[config.mk]
export PLATFORM = sky130hd
export DESIGN_NAME = hhsa_div
export DESIGN_NICKNAME = d
export VERILOG_FILES = /design/src/hhsa_pkg.sv /design/src/hhsa_div.sv
export SDC_FILE = /design/constraint.sdc
export NUM_CORES = 2
export LEC_CHECK = 0
export BUFFER_PORTS_ARGS = -buffer_cell sky130_fd_sc_hd__buf_2
export CELL_PAD_IN_SITES_DETAIL_PLACEMENT = 0
export CELL_PAD_IN_SITES_GLOBAL_PLACEMENT = 1
export CORE_MARGIN = 2
export CORE_UTILIZATION = 41
export CTS_CLUSTER_DIAMETER = 60
export DETAILED_ROUTE_END_ITERATION = 8
export PLACE_DENSITY = 0.7
export SYNTH_ARGS = -nofsm -noshare
export SYNTH_HDL_FRONTEND = slang
export SYNTH_SLANG_ARGS = --single-unit
[constraint.sdc]
create_clock -name clk -period 4.2 [get_ports clk]
set_input_delay 0.21 -clock clk [delete_from_list [all_inputs] [get_ports clk]]
set_output_delay 0.21 -clock clk [all_outputs]
set_load 0.05 [all_outputs]
[src/hhsa_pkg.sv]
// ============================================================================
// hhsa_pkg - shared types and constants for the helix hit sine angle core
// Field widths, status codes and the control word that rides with each beat.
// ============================================================================
package hhsa_pkg;

    // Fixed widths of the beat fields
    localparam int T_W      = 18;
    localparam int C_W      = 24;
    localparam int OUT_W    = 18;
    localparam int STAT_W   = 2;

    // Split point of t*t ahead of the c*t*t partial products
    localparam int TT_SPLIT = 18;

    typedef enum logic [STAT_W-1:0] {
        STAT_NORMAL     = 2'd0,
        STAT_NO_SOL_POS = 2'd1,
        STAT_NO_SOL_NEG = 2'd2,
        STAT_CLAMPED    = 2'd3
    } hhsa_stat_t;

    // Control word traveling alongside the datapath
    typedef struct packed {
        logic       valid;
        logic       rneg;
        hhsa_stat_t stat;
    } hhsa_ctl_t;

endpackage

[src/hhsa_div.sv]
// ============================================================================
// hhsa_div - pipelined restoring divider
// One quotient bit per stage, most significant first; FRAC_BITS+1 stages.
// ============================================================================
module hhsa_div #(
    parameter int FRAC_BITS = 16,
    parameter int NUM_W     = 62,
    parameter int DEN_W     = 44
) (
    input  logic                 clk,
    input  logic                 rst_n,
    input  hhsa_pkg::hhsa_ctl_t  ctl_in,
    input  logic [NUM_W-1:0]     num_in,
    input  logic [DEN_W-1:0]     den_in,
    output hhsa_pkg::hhsa_ctl_t  ctl_out,
    output logic [FRAC_BITS:0]   quo_out
);

    localparam int F     = FRAC_BITS;
    localparam int CMP_W = ((NUM_W > DEN_W + F) ? NUM_W : DEN_W + F) + 1;
    localparam logic [F:0] ONE_Q = {1'b1, {F{1'b0}}};

    hhsa_pkg::hhsa_ctl_t ctl_reg [0:F];
    logic [NUM_W-1:0]    r_reg   [0:F];
    logic [DEN_W-1:0]    d_reg   [0:F];
    logic [F:0]          q_reg   [0:F];

    for (genvar k = 0; k <= F; k++) begin : g_step
        localparam int SH = F - k;

        hhsa_pkg::hhsa_ctl_t c_in;
        logic [NUM_W-1:0]    r_in;
        logic [DEN_W-1:0]    d_in;
        logic [F:0]          q_in;
        logic [CMP_W-1:0]    r_ext;
        logic [CMP_W-1:0]    d_sh;
        logic [CMP_W-1:0]    r_dif;
        logic                ge;
        logic [NUM_W-1:0]    r_next;
        logic [F:0]          q_next;

        if (k == 0) begin : g_head
            assign c_in = ctl_in;
            assign r_in = num_in;
            assign d_in = den_in;
            assign q_in = '0;
        end
        else begin : g_body
            assign c_in = ctl_reg[k-1];
            assign r_in = r_reg[k-1];
            assign d_in = d_reg[k-1];
            assign q_in = q_reg[k-1];
        end

        // trial subtract of the shifted divisor
        assign r_ext  = CMP_W'(r_in);
        assign d_sh   = CMP_W'(d_in) << SH;
        assign ge     = (r_ext >= d_sh);
        assign r_dif  = r_ext - d_sh;
        assign r_next = ge ? r_dif[NUM_W-1:0] : r_in;

        always_comb
        begin
            q_next     = q_in;
            q_next[SH] = ge;
        end

        always_ff @(posedge clk or negedge rst_n)
        begin
            if (!rst_n)
            begin
                ctl_reg[k].valid <= 1'b0;
            end
            else
            begin
                ctl_reg[k] <= c_in;
            end
        end

        always_ff @(posedge clk)
        begin
            r_reg[k] <= r_next;
            d_reg[k] <= d_in;
            q_reg[k] <= q_next;
        end
    end

    assign ctl_out = ctl_reg[F];
    assign quo_out = q_reg[F];

`ifndef SYNTH
    // a normal beat leaves a remainder below the divisor
    a_rem_below_div: assert property (@(posedge clk) disable iff (!rst_n)
        ctl_out.valid && (ctl_out.stat == hhsa_pkg::STAT_NORMAL)
        |-> (r_reg[F] < d_reg[F]))
        else $error("hhsa_div: remainder not below divisor");

    // the range check ahead of the divider keeps a normal quotient within one
    a_quo_in_range: assert property (@(posedge clk) disable iff (!rst_n)
        ctl_out.valid && (ctl_out.stat == hhsa_pkg::STAT_NORMAL)
        |-> (quo_out <= ONE_Q))
        else $error("hhsa_div: quotient above one on a normal beat");
`endif

endmodule
* After elaboration in Yosys (flattened, before gate mapping)
Memories as Yosys holds them, arrays and structs flattened. Cells that the tools add are included.
Storage, ports and cells: register bits after elaboration 68, RAM bits 2091, input port bits 112, output and inout port bits 21, logic and storage cells 105, memories kept 3
Cells by class: add/sub/neg operators 17, order comparisons 17, muxes and demuxes 17
Memory list:
- r_reg | words 17, bits a word 62, read ports 16, clocked after Yosys merged registers in 0, write ports 17, RTL line hhsa_div.sv:24 | logic [NUM_W-1:0] r_reg [0:F];
- d_reg | words 17, bits a word 44, read ports 16, clocked after Yosys merged registers in 0, write ports 17, RTL line hhsa_div.sv:25 | logic [DEN_W-1:0] d_reg [0:F];
- q_reg | words 17, bits a word 17, read ports 17, clocked after Yosys merged registers in 0, write ports 17, RTL line hhsa_div.sv:26 | logic [F:0] q_reg [0:F];
Operators by type and width (count):
- 2-to-1 mux 62 bit | 17
- >= comparator 62 x 44 -> 1 bit | 1
- >= comparator 62 x 45 -> 1 bit | 1
- >= comparator 62 x 46 -> 1 bit | 1
- >= comparator 62 x 47 -> 1 bit | 1
- >= comparator 62 x 48 -> 1 bit | 1
- >= comparator 62 x 49 -> 1 bit | 1
- >= comparator 62 x 50 -> 1 bit | 1
- >= comparator 62 x 51 -> 1 bit | 1
- >= comparator 62 x 52 -> 1 bit | 1
- >= comparator 62 x 53 -> 1 bit | 1
- >= comparator 62 x 54 -> 1 bit | 1
- >= comparator 62 x 55 -> 1 bit | 1
- >= comparator 62 x 56 -> 1 bit | 1
- >= comparator 62 x 57 -> 1 bit | 1
- >= comparator 62 x 58 -> 1 bit | 1
- >= comparator 62 x 59 -> 1 bit | 1
- >= comparator 62 x 60 -> 1 bit | 1
- subtractor 62 x 44 -> 62 bit | 1
- subtractor 62 x 45 -> 62 bit | 1
- subtractor 62 x 46 -> 62 bit | 1
- subtractor 62 x 47 -> 62 bit | 1
- subtractor 62 x 48 -> 62 bit | 1
- subtractor 62 x 49 -> 62 bit | 1
- other kinds (11) | 11

* Logic depth before layout (Yosys ltp)
An unclocked memory read counts as a cell.
depth after elaboration 3, gate-level depth with buffers 17, gate-level depth less buffers 16

* Least setup slack after synthesis
No wires, ideal clock.
path type reg-to-reg, start point memory r_reg[11][4], in the netlist r_reg[0][686], end point memory r_reg[12][52], in the netlist r_reg[0][796], setup time 0.072 ns, arrival 3.447 ns, data required time 4.128 ns, setup slack 0.681 ns, cell stages (with the launch flop) 16, path buffers 0, clock period less this slack 3.519 ns, cell sequence dfxtp_1 -> inv_1 -> ha_1 -> inv_1 -> fa_1 -> a211oi_1 -> nor2_1 -> o41ai_1 -> a21oi_1 -> o21ai_0 -> o21ai_0 -> and4_1 -> a31o_2 -> a2111o_1 -> nor3b_1 -> xor2_1
RTL lines (RTL line):
- from (decl) | hhsa_div.sv:24

==> impl_metrics.json <==
{
  "fp.dieArea_mm2": 0.2304,
  "final.setup.worst_slack_ns": 0.1393,
  "synth_async_sr_flop_share": 0.008868,
  "die_width_um": 480.0,
  "first_pass_grt_wire_length_mm": 406.8,
  "ratio_of_total_power_to_cell_area_mw_per_mm2": 814.6,
  "post-route-period-util": 0.9668,
  "cp_num_buf_inv": 4,
  "synth-seq-cells": 1917,
  "clkSlewWorstSetupHoldPaths_ns": 0.06,
  "post_drt_via_cell_ratio": 5.180,
  "slew-limit-headroom": 0.3443,
  "finalClockSkew_ns": 0.06971,
  "timing.critical_path.to": "r_reg[0][817]$_DFF_P_",
  "placement.setup.worst_slack_ns": -0.7723,
  "yosys.cell_types.count": 93,
  "drive_gt1_frac": 0.1017,
  "critical_path.cell_chain": "inv_1 -> ha_1 -> and4_1 -> nand3_1 -> or4_4 -> nor4_4 -> buf_4 -> or4_1 -> o21bai_4 -> buf_4 -> buf_12 -> mux2_2",
  "setup_viol": 0,
  "globalRouteTotalUtil": 0.2203,
  "ir_worst_vdd_mv": 0.4348,
  "nets_final": 12050,
  "report.power.total_mw": 88.88,
  "route.final.wire_length_mm": 258.6,
  "finalWorstPathRequiredPeriod_ns": 4.061,
  "floorplan.core_area_mm2": 0.2251,
  "pin_count_of_the_biggest_net_entering_global_routing": 81,
  "synthFlopType": "sky130_fd_sc_hd__dfxtp_1",
  "dpl.cell_count": 13760,
  "clock_tree_from_tritoncts": "done",
  "startpoint": "d_reg[0][562]$_DFF_P_",
  "area_growth_pct": 17.45,
  "synth.area.top_cells": "sky130_fd_sc_hd__dfxtp_1 (40%), sky130_fd_sc_hd__ha_1 (10%), sky130_fd_sc_hd__a21oi_1 (5.9%)",
  "hold_path_class": "input pin to flip-flop",
  "fin_tns_setup_ns": 0,
  "path_delay_family": "simple AND/OR/NAND/NOR gates",
  "crit_type": "flip-flop to flip-flop",
  "clock_tree.htree_level_count": 4,
  "route.detailed.wl_per_inst_um": 18.02,
  "grt_setup_unrepaired": "false",
  "finalCoreUtilization": 0.4847,
  "reg2reg_to": "r_reg[0][817]$_DFF_P_",
  "globalRouteOverflowTotal": 0,
  "r2r-start": "d_reg[0][562]$_DFF_P_",
  "postRouteAntennaNets": 0,
  "yosysTopAreaCellShare": 0.3984,
  "syn-num-nets": 11450,
  "synth_area_leader_cell": "sky130_fd_sc_hd__dfxtp_1",
  "gp_congestion": 1.012,
  "insertion_delay_to_the_later_sink_of_the_worst_skew_pair_ns": 0.86,
  "critPathLaunchType": "flip-flop",
  "cp_slowest_stage_delay_ns": 0.69,
  "cts_inserted_buffers": 213,
  "drc": 0,
  "maxCapViolCount": 0,
  "synth-edff-count": 51,
  "finalHoldWorstSlack_ns": 0.1073,
  "synth.yosys.warnings": 0,
  "critical-path-slowest-cell": "sky130_fd_sc_hd__or4_4",
  "number_of_flip_flops_in_the_largest_register": 992,
  "cts_root_buffer": "sky130_fd_sc_hd__clkbuf_16",
  "clock-sinks": 1917,
  "power_leakage_nw": 49.03,
  "post-route-cell-area_mm2": 0.1091,
  "final-instance-count-excl-fill": 14350,
  "number_of_top_level_design_ports": 133,
  "vias": 74350,
  "required_ns": 4.93,
  "port_buffers": 132,
  "placed_area_mm2": 0.09949,
  "initial_core_utilization": 0.4127,
  "synthCells": 10570,
  "cts-root-to-sink-buffers": 3,
  "synth_seq_area_share": 0.4195,
  "report.final.slew_viol_count": 0,
  "synth.cell_area_mm2": 0.09290,
  "worst_setup_end_kind": "flip-flop",
  "worstMarginPinSlew_ns": 0.9732,
  "outcome": "finished, final reports clean",
  "antenna_found_initial": 3,
  "r2r.worst_path.cells": 12,
  "dr_pass1_iterations": 6,
  "detailedPlacementHpwl_mm": 209.8,
  "syn_avg_cell_area_um2": 8.788,
  "max_clock_freq_ghz": 0.2463,
  "worstPathArrival_ns": 4.79,
  "chipHeight_um": 480.0,
  "path_max_fanout": 26,
  "crit_path_frequent_cell": "sky130_fd_sc_hd__buf_4",
  "reg2reg_slack_ns": 0.14,
  "std_cell_rows": 174,
  "drt_first_iter_violations": 3567,
  "worst-path-stages": 12,
  "final_hold_viols": 0,
  "first_global_vias": 76850
}
[worst register-to-register path, cell delays in order (launching register included)]
cell,delay [ns]
sky130_fd_sc_hd__dfxtp_1,0.35
sky130_fd_sc_hd__inv_1,0.05
sky130_fd_sc_hd__ha_1,0.40
sky130_fd_sc_hd__and4_1,0.39
sky130_fd_sc_hd__nand3_1,0.23
sky130_fd_sc_hd__or4_4,0.70
sky130_fd_sc_hd__nor4_4,0.52
sky130_fd_sc_hd__buf_4,0.24
sky130_fd_sc_hd__or4_1,0.13
sky130_fd_sc_hd__o21bai_4,0.14
sky130_fd_sc_hd__buf_4,0.19
sky130_fd_sc_hd__buf_12,0.19
sky130_fd_sc_hd__mux2_2,0.41
[synthesized netlist by cell type (96+ instances only)]
master,n
sky130_fd_sc_hd__nor3_1,132
sky130_fd_sc_hd__nand2b_1,96
sky130_fd_sc_hd__mux2_2,109
sky130_fd_sc_hd__nor4_1,101
sky130_fd_sc_hd__o21ai_0,739
sky130_fd_sc_hd__nor2_1,690
sky130_fd_sc_hd__inv_1,938
sky130_fd_sc_hd__xor2_1,345
sky130_fd_sc_hd__ha_1,748
sky130_fd_sc_hd__nand4_1,189
sky130_fd_sc_hd__nand3_1,143
sky130_fd_sc_hd__dfxtp_1,1849
sky130_fd_sc_hd__nand2_1,877
sky130_fd_sc_hd__xnor2_1,438
sky130_fd_sc_hd__nor2b_1,101
sky130_fd_sc_hd__a21oi_1,1089
sky130_fd_sc_hd__a21o_1,424
sky130_fd_sc_hd__o21bai_1,137
sky130_fd_sc_hd__clkbuf_1,311
[power by group]
| group | internal [mW] | switching, mW | total (mW) |
|---|---|---|---|
| Clock | 11.5 | 7.70 | 19.2 |
| Combinational | 18.6 | 24.1 | 42.6 |
| Sequential | 23.6 | 3.45 | 27.0 |
| Total | 53.7 | 35.2 | 88.9 |
[layout make-up]
type                            count  area (um^2)
Tap cell                         2992         3744
Clock inverter                     88         1230
Clock buffer                      312         6294
Fill cell                       21560       116000
Timing Repair Buffer              753         6027
Inverter                          941         3532
Sequential cell                  1917        38970
Multi-Input combinational cell   7347        49300
Antenna cell                        3        7.507
[layout by cell type (no fill, tap or decap), types with 412 or more instances in the layout]
master,Yosys,routed
sky130_fd_sc_hd__nor2_1,690,688
sky130_fd_sc_hd__a21oi_1,1089,1085
sky130_fd_sc_hd__nand2_1,877,875
sky130_fd_sc_hd__buf_4,5,412
sky130_fd_sc_hd__o21ai_0,739,735
sky130_fd_sc_hd__dfxtp_1,1849,1849
sky130_fd_sc_hd__a21o_1,424,424
sky130_fd_sc_hd__inv_1,938,938
sky130_fd_sc_hd__xnor2_1,438,438
sky130_fd_sc_hd__ha_1,748,748
[per-layer routing]
metal	vias to the layer above	GRT usage	wire [um]
li1	38040	-	-
met3	721	0.02492	6651
met5	-	0	0
met2	1509	0.4308	136400
met4	0	0.1412	18410
met1	34080	0.2176	97160
[worst min path at each step]
stage                               start                     to  slack [ns]  cells past startpoint
global route                    ctl_in[2]  ctl_reg[66]$_DFFE_PP_        0.06                      2
global placement                    rst_n  ctl_reg[51]$_DFF_PN0_        0.31                      1
finish                          ctl_in[2]  ctl_reg[66]$_DFFE_PP_        0.11                      2
detailed placement  q_reg[10][15]$_DFF_P_  q_reg[11][15]$_DFF_P_        0.31                      0
CTS                            num_in[55]   r_reg[0][55]$_DFF_P_        0.03                      4
floorplan                           rst_n   ctl_out[3]$_DFF_PN0_       -0.09                      0
[logic make-up (layout without fill, tap and decap cells)]
kind of cell,after synthesis,in the layout,share of synthesized area
multiplexers,112,112,0.01355
AO/OA/AOI/OAI,3021,3021,0.1986
flip-flops,1917,1917,0.4195
buffers and inverters,1308,2094,0.05321
other,0,3,0
adder cells (fa/ha/maj),764,764,0.1042
XOR/XNOR,783,783,0.07382
AND/OR/NAND/NOR,2667,2667,0.1371
[repair_timing]
action | in CTS | in global routing
pin swaps | 1 | 3
endpoints found under the setup margin | 69 | 177
buffers inserted | 0 | 0
endpoints found under the hold margin | 146 | 0
resized for setup | 8 | 37
gates cloned | 0 | 0
hold buffers | 190 | 0
(Power assumes the default switching activity.)
